**config.mk**
```make
export PLATFORM = sky130hd
export DESIGN_NAME = next_lexicographic_permutation
export DESIGN_NICKNAME = d
export VERILOG_FILES = /design/src/rtl/nlp_pkg.sv /design/src/rtl/next_lexicographic_permutation.sv
export SDC_FILE = /design/constraint.sdc
export NUM_CORES = 1
export LEC_CHECK = 0
export BUFFER_PORTS_ARGS = -buffer_cell sky130_fd_sc_hd__buf_2
export CORE_ASPECT_RATIO = 1.2
export CORE_MARGIN = 2
export CORE_UTILIZATION = 32
export DETAILED_ROUTE_END_ITERATION = 7
export SYNTH_ARGS = -nofsm -noshare
export SYNTH_HDL_FRONTEND = slang
export SYNTH_SLANG_ARGS = --single-unit
```
**constraint.sdc**
```tcl
create_clock -name clock -period 4.4 [get_ports clock]
set_input_delay 1.1 -clock clock [delete_from_list [all_inputs] [get_ports clock]]
set_output_delay 1.1 -clock clock [all_outputs]
set_load 0.01 [all_outputs]
```
**src/rtl/nlp_pkg.sv**
```systemverilog
// shared constants and types for the next lexicographic permutation block
// no dependencies; used by rtl/next_lexicographic_permutation.sv
package nlp_pkg;

   localparam int MAX_SYMBOLS   = 8;
   localparam int SYMBOL_BITS   = 8;
   localparam int WORD_BITS     = 64;
   localparam int CFG_BITS      = 4;
   localparam int SYM_WORD_BITS = MAX_SYMBOLS * SYMBOL_BITS;
   localparam int IDX_BITS      = $clog2(MAX_SYMBOLS);
   localparam int LEN_BITS      = $clog2(MAX_SYMBOLS + 1);
   localparam int SUM_BITS      = LEN_BITS + 1;

   localparam logic [CFG_BITS-1:0] ACTIVE_LENGTH_RESET = 4'd8;

   typedef logic [SYMBOL_BITS-1:0]                  symbol_type;
   typedef logic [MAX_SYMBOLS-1:0][SYMBOL_BITS-1:0] sym_vec_type;
   typedef logic [IDX_BITS-1:0]                     idx_type;
   typedef logic [LEN_BITS-1:0]                     len_type;

endpackage

```
**src/rtl/next_lexicographic_permutation.sv**
```systemverilog
// top level: four-stage pipeline computing the lexicographic successor of a word
// depends on rtl/nlp_pkg.sv
//
// Takes one word of up to MAX_SYMBOLS unsigned byte symbols per cycle and returns
// its lexicographic successor among arrangements of the same symbols. A word with
// no rise (non-increasing) wraps to the ascending order with rsp_wrapped high.
// Symbols at or beyond the active length are ignored on input and zero on output;
// csr_write_data of 0 acts as 1, values above MAX_SYMBOLS act as MAX_SYMBOLS.
// rsp_valid rises once the word has moved through the stage 1, 2 and 3 registers
// into stage 4; throughput one word per cycle unless stalled. Stages: length
// clamp and masking, last-rise search, successor-symbol search, swap plus tail
// reversal into the output register. Each stage has its own valid bit and advances
// when its successor is empty or advancing, so bubbles collapse and req_ready
// falls only when all four stages hold words and the output is stalled. Change
// csr only while the pipeline is empty.
module next_lexicographic_permutation (
   input  logic                                clock,
   input  logic                                reset,
   input  logic                                req_valid,
   output logic                                req_ready,
   input  logic [nlp_pkg::WORD_BITS-1:0]       req_current_perm,
   output logic                                rsp_valid,
   input  logic                                rsp_ready,
   output logic [nlp_pkg::WORD_BITS-1:0]       rsp_next_perm,
   output logic                                rsp_wrapped,
   input  logic                                csr_write_enable,
   input  logic [nlp_pkg::CFG_BITS-1:0]        csr_write_data
);

   // configuration register
   logic [nlp_pkg::CFG_BITS-1:0] csr_active_length_ff;
   nlp_pkg::len_type             eff_len;

   // per-stage valid bits and advance enables
   logic v1_ff, v2_ff, v3_ff, v4_ff;
   logic adv1, adv2, adv3, adv4;

   // stage 1: masked symbols and clamped length
   nlp_pkg::sym_vec_type s1_sym_ff, s1_sym_in;
   nlp_pkg::len_type     s1_len_ff;

   // stage 2: last rise
   nlp_pkg::sym_vec_type s2_sym_ff;
   nlp_pkg::len_type     s2_len_ff;
   nlp_pkg::idx_type     s2_k_ff, s2_k_in;
   logic                 s2_rise_ff, s2_rise_in;

   // stage 3: rightmost symbol after k that exceeds symbol k
   nlp_pkg::sym_vec_type s3_sym_ff;
   nlp_pkg::len_type     s3_len_ff;
   nlp_pkg::idx_type     s3_k_ff, s3_j_ff, s3_j_in;
   logic                 s3_rise_ff;
   nlp_pkg::symbol_type  s3_sk_ff, s3_sj_ff, s3_sk_in;

   // stage 4: output register
   nlp_pkg::sym_vec_type s4_sym_ff, s4_sym_in;
   logic                 s4_wrap_ff;

   // elastic pipeline control: a stage moves when the next one can take it
   assign adv4      = !v4_ff || rsp_ready;
   assign adv3      = !v3_ff || adv4;
   assign adv2      = !v2_ff || adv3;
   assign adv1      = !v1_ff || adv2;
   assign req_ready = adv1;
   assign rsp_valid = v4_ff;

   always_ff @(posedge clock) begin
      if (reset) begin
         csr_active_length_ff <= nlp_pkg::ACTIVE_LENGTH_RESET;
      end else if (csr_write_enable) begin
         csr_active_length_ff <= csr_write_data;
      end
   end

   always_ff @(posedge clock) begin
      if (reset) begin
         v1_ff <= 1'b0;
         v2_ff <= 1'b0;
         v3_ff <= 1'b0;
         v4_ff <= 1'b0;
      end else begin
         if (adv1) begin
            v1_ff <= req_valid;
         end
         if (adv2) begin
            v2_ff <= v1_ff;
         end
         if (adv3) begin
            v3_ff <= v2_ff;
         end
         if (adv4) begin
            v4_ff <= v3_ff;
         end
      end
   end

   // ---------------- stage 1: clamp length, zero unused symbols ----------------
   always_comb begin
      if (csr_active_length_ff == '0) begin
         eff_len = nlp_pkg::len_type'(1);
      end else if (int'(csr_active_length_ff) > nlp_pkg::MAX_SYMBOLS) begin
         eff_len = nlp_pkg::len_type'(nlp_pkg::MAX_SYMBOLS);
      end else begin
         eff_len = nlp_pkg::len_type'(csr_active_length_ff);
      end
   end

   always_comb begin
      for (int i = 0; i < nlp_pkg::MAX_SYMBOLS; i++) begin
         if (nlp_pkg::len_type'(i) < eff_len) begin
            s1_sym_in[i] = req_current_perm[i*nlp_pkg::SYMBOL_BITS +: nlp_pkg::SYMBOL_BITS];
         end else begin
            s1_sym_in[i] = '0;
         end
      end
   end

   always_ff @(posedge clock) begin
      if (adv1) begin
         s1_sym_ff <= s1_sym_in;
         s1_len_ff <= eff_len;
      end
   end

   // ---------------- stage 2: last position k with sym[k] < sym[k+1] ----------
   always_comb begin
      s2_k_in    = '0;
      s2_rise_in = 1'b0;
      for (int i = 0; i < nlp_pkg::MAX_SYMBOLS - 1; i++) begin
         if ((nlp_pkg::len_type'(i + 1) < s1_len_ff) && (s1_sym_ff[i] < s1_sym_ff[i+1])) begin
            s2_k_in    = nlp_pkg::idx_type'(i);
            s2_rise_in = 1'b1;
         end
      end
   end

   always_ff @(posedge clock) begin
      if (adv2) begin
         s2_sym_ff  <= s1_sym_ff;
         s2_len_ff  <= s1_len_ff;
         s2_k_ff    <= s2_k_in;
         s2_rise_ff <= s2_rise_in;
      end
   end

   // ---------------- stage 3: rightmost j > k with sym[j] > sym[k] -------------
   // tail after k is non-increasing, so this is the smallest symbol above sym[k]
   assign s3_sk_in = s2_sym_ff[s2_k_ff];

   always_comb begin
      s3_j_in = s2_k_ff;
      for (int i = 0; i < nlp_pkg::MAX_SYMBOLS; i++) begin
         if ((nlp_pkg::idx_type'(i) > s2_k_ff) && (nlp_pkg::len_type'(i) < s2_len_ff) &&
             (s2_sym_ff[i] > s3_sk_in)) begin
            s3_j_in = nlp_pkg::idx_type'(i);
         end
      end
   end

   always_ff @(posedge clock) begin
      if (adv3) begin
         s3_sym_ff  <= s2_sym_ff;
         s3_len_ff  <= s2_len_ff;
         s3_k_ff    <= s2_k_ff;
         s3_j_ff    <= s3_j_in;
         s3_rise_ff <= s2_rise_ff;
         s3_sk_ff   <= s3_sk_in;
         s3_sj_ff   <= s2_sym_ff[s3_j_in];
      end
   end

   // ---------------- stage 4: swap k and j, reverse from lo up to n-1 ----------
   // with no rise the whole active word reverses (ascending restart)
   always_comb begin
      nlp_pkg::sym_vec_type             swapped;
      logic [nlp_pkg::SUM_BITS-1:0]     lo;
      logic [nlp_pkg::SUM_BITS-1:0]     src;
      swapped = s3_sym_ff;
      if (s3_rise_ff) begin
         swapped[s3_j_ff] = s3_sk_ff;
         swapped[s3_k_ff] = s3_sj_ff;
         lo = nlp_pkg::SUM_BITS'(s3_k_ff) + nlp_pkg::SUM_BITS'(1);
      end else begin
         lo = '0;
      end
      for (int i = 0; i < nlp_pkg::MAX_SYMBOLS; i++) begin
         src = lo + nlp_pkg::SUM_BITS'(s3_len_ff) - nlp_pkg::SUM_BITS'(1)
               - nlp_pkg::SUM_BITS'(i);
         if (nlp_pkg::SUM_BITS'(i) < lo) begin
            s4_sym_in[i] = swapped[i];
         end else if (nlp_pkg::len_type'(i) < s3_len_ff) begin
            s4_sym_in[i] = swapped[src[nlp_pkg::IDX_BITS-1:0]];
         end else begin
            s4_sym_in[i] = '0;
         end
      end
   end

   always_ff @(posedge clock) begin
      if (adv4) begin
         s4_sym_ff  <= s4_sym_in;
         s4_wrap_ff <= !s3_rise_ff;
      end
   end

   assign rsp_next_perm = nlp_pkg::WORD_BITS'(s4_sym_ff);
   assign rsp_wrapped   = s4_wrap_ff;

   // ---------------- assertions ----------------
   // clamped length in the pipe is always within 1..MAX_SYMBOLS
   a_len_range : assert property (@(posedge clock) disable iff (reset)
      v2_ff |-> (s2_len_ff != '0) && (int'(s2_len_ff) <= nlp_pkg::MAX_SYMBOLS))
      else $error("stage 2 length out of range");

   // a rise always has a successor symbol strictly to its right
   a_j_after_k : assert property (@(posedge clock) disable iff (reset)
      v3_ff && s3_rise_ff |-> (s3_j_ff > s3_k_ff) && (s3_j_ff < s3_len_ff))
      else $error("successor position not after the rise");

   // the symbol swapped in at k is strictly larger than the one it replaces
   a_j_larger : assert property (@(posedge clock) disable iff (reset)
      v3_ff && s3_rise_ff |-> s3_sj_ff > s3_sk_ff)
      else $error("successor symbol not larger than rise symbol");

endmodule

```
==> impl_metrics.ini, run 1 <==
[clocking]
cts.path.max_buffers = 3
cts_sinks = 304
clk_pin_slew_ps = 60
h-tree-depth = 2
cts_root_buf = clkbuf_16
clk_latency_ps = 580
cts-hold-fix-buffers = 0
numCtsBuffers = 35
cts_tree = yes

[critical_path]
crit_type = reg2reg
worst-path-max-fanout = 21
startpoint_type = flip-flop
worstPathCellList = buf_12 > mux4_2 > mux2i_1 > ha_1 > a211oi_1 > nor2_1 > o31ai_1 > a21boi_1 > o21a_1 > mux2_2 > o22ai_1 > a221oi_1
max_stage_delay_ps = 520
arrival_ps = 4450
required_ps = 4690
cp_slowest_cell = mux4_2
end_kind = flip-flop

[outcome]
status = finished clean

[pwr]
p_leak_nw = 8.99
p_per_area_nw_per_um2 = 771
p_total_mw = 15.9
ir_drop_mv = 0.557

[logic_synthesis]
syn_avg_cell_area_um2 = 11.6
yosys.area.top_type = edfxtp_1
ys_seq_elements = 304
synth_top_family_by_area = multiplexers
synthMuxAreaShare = 0.133
synth_top_area_share = 0.501
synthAdderAreaFrac = 0.0783
yosys_warnings = 0
synthSimpleGateAreaFrac = 0.0949
ys_seq_area_frac = 0.510
synth_edf_count = 296
synth_ff_type = edfxtp_1
netlist_area_um2 = 17700
synth_common_cells = edfxtp_1, mux2i_1, nor2_1, ha_1, o22ai_1
synth_compound_gate_area_share = 0.133
ys_top_cells_by_area = edfxtp_1, mux2i_1, ha_1
synthArstFlopShare = 0
yosysUniqueCellTypes = 74
synth_xor_area_frac = 0.00621
synth.most_common_cell = edfxtp_1
syn-num-nets = 1709
syn_inst = 1525

[drt]
route.detailed.drc = 0
drtAntennaViolNets = 0
vias = 12958
wl_per_cell_um = 24.0
vias_per_cell = 5.37
drt-total-wl_um = 58100
drt_iter0_drc = 1097
dr.pass1.iters = 8

[placement]
numPortBuffers = 139
place_congestion = 0.961
place_hpwl_um = 45400
placed_area_um2 = 19500

[timing]
post-route-period-util = 0.944
fin_setup_tns_ps = 0
slew_viol_final = 0
layout_min_cycle_time_ps = 4150
finalHoldViolCount = 0
finClkSkew_ps = 40.1
rsz0062_at_grt = false
relSlewSlack = 0.144
worstMarginPinSlew_ps = 1280
setup_violations = 0
fmax_mhz = 241

[layout]
syn_to_final_growth_pct = 16.6
nets = 1854
fillers = 5384
drive_above_1_share = 0.190
antenna_cells = 0
finish.instance_area_um2 = 20700

[die]
die_w_um = 219
start_util = 0.324
dieArea_um2 = 57400
io_pins = 140
core-area_um2 = 54800
dieHeight_um = 262
rows = 94

[hold_path]
worstHoldPathType = reg2reg

[global_route]
antenna_found_initial = 0
grt_pass1_vias = 12974
grt_max_degree = 73
track_usage = 0.202
grt_pass1_wl_um = 84000
overflow = 0

[job]
drv_cap = 0
registers in the layout, summed over array words and instances (netlist names), 3 cells and up:
name / flops
csr_active_length_ff: 4
rsp_next_perm: 64
s1_len_ff: 4
s1_sym_ff: 64
s2_k_ff: 3
s2_len_ff: 4
s2_sym_ff: 64
s3_j_ff: 3
s3_k_ff: 3
s3_len_ff: 4
s3_sj_ff: 8
s3_sk_ff: 8
s3_sym_ff: 64
through the flow:
stage               std cells  utilization  hold WS [ps]  worst slack [ps]
CTS                      2415        0.377           444               198
detailed placement       2353        0.355           434               221
global placement         2353        0.355           435               312
floorplan                1525            -           400              19.5
global route             2415        0.377           462              20.0
finish                   2415        0.377           442               245
where the power goes:
group	switching [mW]	leakage [nW]	internal, mW
registers	0.576	3.31	3.94
logic	4.95	5.09	3.40
clock network	1.23	0.588	1.85
total	6.75	8.99	9.19
path summary, 6_finish.rpt:
kind / start / cells past startpoint / slack [ps] / endpoint
worst max register to register: s2_k_ff[0] / 12 / 250 / s3_sj_ff[7]
worst min register to register: s2_rise_ff / 0 / 440 / s3_rise_ff
worst max-delay path: s2_k_ff[0] / 12 / 250 / s3_sj_ff[7]
worst min-delay path: s2_rise_ff / 0 / 440 / s3_rise_ff
cells in the final DEF, fill, tap and decap left out, types with 8 or more instances in the layout:
cell	n
a21o_1	27
o22a_1	16
o21ai_1	12
a22oi_1	16
buf_2	139
nand3_1	9
nand2_1	69
ha_1	110
dfxtp_1	8
mux2i_1	179
a22o_1	17
inv_1	100
o21ai_0	34
edfxtp_1	296
clkbuf_16	36
a21oi_1	74
buf_4	56
mux4_2	16
mux2_4	8
nand2b_1	13
nand4_1	10
and2_1	19
nor2b_1	57
o22ai_1	105
a211oi_1	9
nor2_1	116
repair_timing:
| action | in CTS | in global routing |
|---|---|---|
| setup endpoints to repair | 0 | 8 |
| resized for setup | 0 | 3 |
| buffers inserted | 0 | 0 |
kinds of logic (layout without fill, tap and decap cells):
logic type	Yosys count	in the layout
xor+xnor	7	7
simple gates	339	339
mux	211	211
flops	304	304
buf+inv	196	366
compound gates	357	357
fa+ha+maj	111	111
area by class of cell:
class | count | area [um2] | area share
Inverter | 104 | 390 | 0.0189
Multi-Input combinational cell | 1025 | 7930 | 0.383
Sequential cell | 304 | 9050 | 0.437
Timing Repair Buffer | 200 | 1220 | 0.0588
Tap cell | 720 | 901 | 0.0435
Clock inverter | 24 | 292 | 0.0141
Clock buffer | 38 | 908 | 0.0439
layer usage:
metal	track usage	vias to the layer above	wire length (um)
met5	0	-	0
met4	0.117	0	3310
met3	0.0252	135	3080
met2	0.361	494	29300
met1	0.232	6299	22400
li1	-	6030	-
worst max-delay path, delay by kind of cell (launching register included):
family | cells | cell delay, ps
flip-flops | 1 | 370
multiplexers | 3 | 1320
AND/OR/NAND/NOR | 1 | 100
AO/OA/AOI/OAI | 6 | 1540
buffers and inverters | 1 | 210
adder cells (fa/ha/maj) | 1 | 340
Power figures use the tool's default switching activity.
==> inputs of run 2 (changes only) <==
Settings changed: CORE_UTILIZATION 32 to 55, GPL_TIMING_DRIVEN set to 0, PLACE_DENSITY set to 0.77.
==> impl_metrics.ini, run 2 (synthesis results as in run 1) <==
[drt]
drt-total-wl_um = 53700
vias = 13252
wl_per_cell_um = 25.0
route.detailed.drc = 0
drtAntennaViolNets = 0
vias_per_cell = 6.17
drt_iter0_drc = 1070
dr.pass1.iters = 5

[clocking]
cts_root_buf = clkbuf_16
cts_tree = yes
cts-hold-fix-buffers = 0
clk_latency_ps = 580
numCtsBuffers = 30
h-tree-depth = 1
cts_sinks = 304
clk_pin_slew_ps = 60
cts.path.max_buffers = 3

[critical_path]
arrival_ps = 4630
startpoint_type = flip-flop
worst-path-max-fanout = 10
crit_type = reg2reg
end_kind = flip-flop
required_ps = 4680

[timing]
setup_violations = 0
finalHoldViolCount = 0
fin_ws_ps = 51.2
post-route-period-util = 0.988
fin_setup_tns_ps = 0
fmax_mhz = 230
rsz0062_at_grt = true
holdWs_ps = 450
finClkSkew_ps = 17.0
layout_min_cycle_time_ps = 4350
slew_viol_final = 0
worstMarginPinSlew_ps = 1330
relSlewSlack = 0.101

[global_route]
antenna_found_initial = 0
overflow = 0
grt_pass1_vias = 13214
grt_max_degree = 74
grt_pass1_wl_um = 79300
track_usage = 0.319

[placement]
preCtsSetupSlack_ps = -1260
place_congestion = 1.03
place_hpwl_um = 42400
dp.cells = 2065
numPortBuffers = 129

[pwr]
p_per_area_nw_per_um2 = 778
p_leak_nw = 8.93
ir_drop_mv = 0.380

[layout]
most-common-layout-cells = edfxtp_1, mux2i_1, buf_2
drive_above_1_share = 0.183
final_common_cell = edfxtp_1
ff_latch_area_um2 = 9050
antenna_cells = 0
finalNonFillerCells = 2148
nets = 1901
multi_input_area_um2 = 8140
fillers = 2475
syn_to_final_growth_pct = 15.7

[die]
io_pins = 140
dieHeight_um = 201
die_w_um = 168
core-area_um2 = 32000
rows = 72
start_util = 0.555
dieArea_um2 = 33700

[hold_path]
worstHoldPathType = reg2reg

[job]
drv_cap = 0

[outcome]
status = finished clean
run 2: cell types whose count changed in the layout (fill, tap and decap cells not counted), sizes merged:
cell	before	now
buf	200	193
bufinv	6	5
clkbuf	38	94
clkinv	15	13
clkinvlp	1	3
inv	106	104
run 2: final timing paths:
path | startpoint | to | slack, ps | depth (start not counted)
setup / recovery | s2_k_ff[0] | s3_sj_ff[1] | 50 | 16
hold / removal | s1_sym_ff[58] | s2_sym_ff[58] | 450 | 0
setup reg to reg | s2_k_ff[0] | s3_sj_ff[1] | 50 | 16
hold reg to reg | s1_sym_ff[58] | s2_sym_ff[58] | 450 | 0
run 2: area by class of cell:
cell class                      instances  share of cell area
Buffer                                 91              0.0208
Clock buffer                           35              0.0385
Clock inverter                         21              0.0121
Inverter                              104              0.0190
Multi-Input combinational cell       1025               0.397
Sequential cell                       304               0.441
Tap cell                              407              0.0248
Timing Repair Buffer                  161              0.0472
run 2: report_power, final:
| group | switching [mW] | internal (mW) |
|---|---|---|
| Sequential | 0.235 | 3.92 |
| Combinational | 5.59 | 3.54 |
| Clock | 1.10 | 1.58 |
| Total | 6.93 | 9.05 |
run 2: what timing repair did:
item	in CTS	in global routing
resized for setup	35	23
endpoints found under the setup margin	27	33
buffers inserted	19	9
run 2: metal layers:
layer / global-route usage / share of wire / vias up
met1: 0.341 / 0.35 / 6300
met2: 0.552 / 0.49 / 600
li1: - / - / 6121
met3: 0.0333 / 0.050 / 231
met4: 0.291 / 0.11 / 0
met5: 0 / 0 / -
run 2: through the flow:
step	power (mW)	instance area [um2]	utilization
final	16.0	20500	0.642
after global routing	16.7	20500	0.642
after CTS	15.8	20400	0.637
after detailed placement	12.8	19000	0.594
after global placement	12.7	18900	0.591
after floorplan	10.1	17700	-
run 2: worst max-delay path, cell delays in order, from the launching register on:
cell and delay [ps]:
edfxtp_1 420, buf_8 160, buf_8 180, mux4_2 610
mux2i_4 200, buf_12 160, ha_1 250, and4_1 260
a2111oi_4 310, o31ai_1 130, o21bai_2 160, nand2_1 80
a211o_1 290, buf_6 170, mux2_4 310, o22ai_2 250
a221oi_1 90
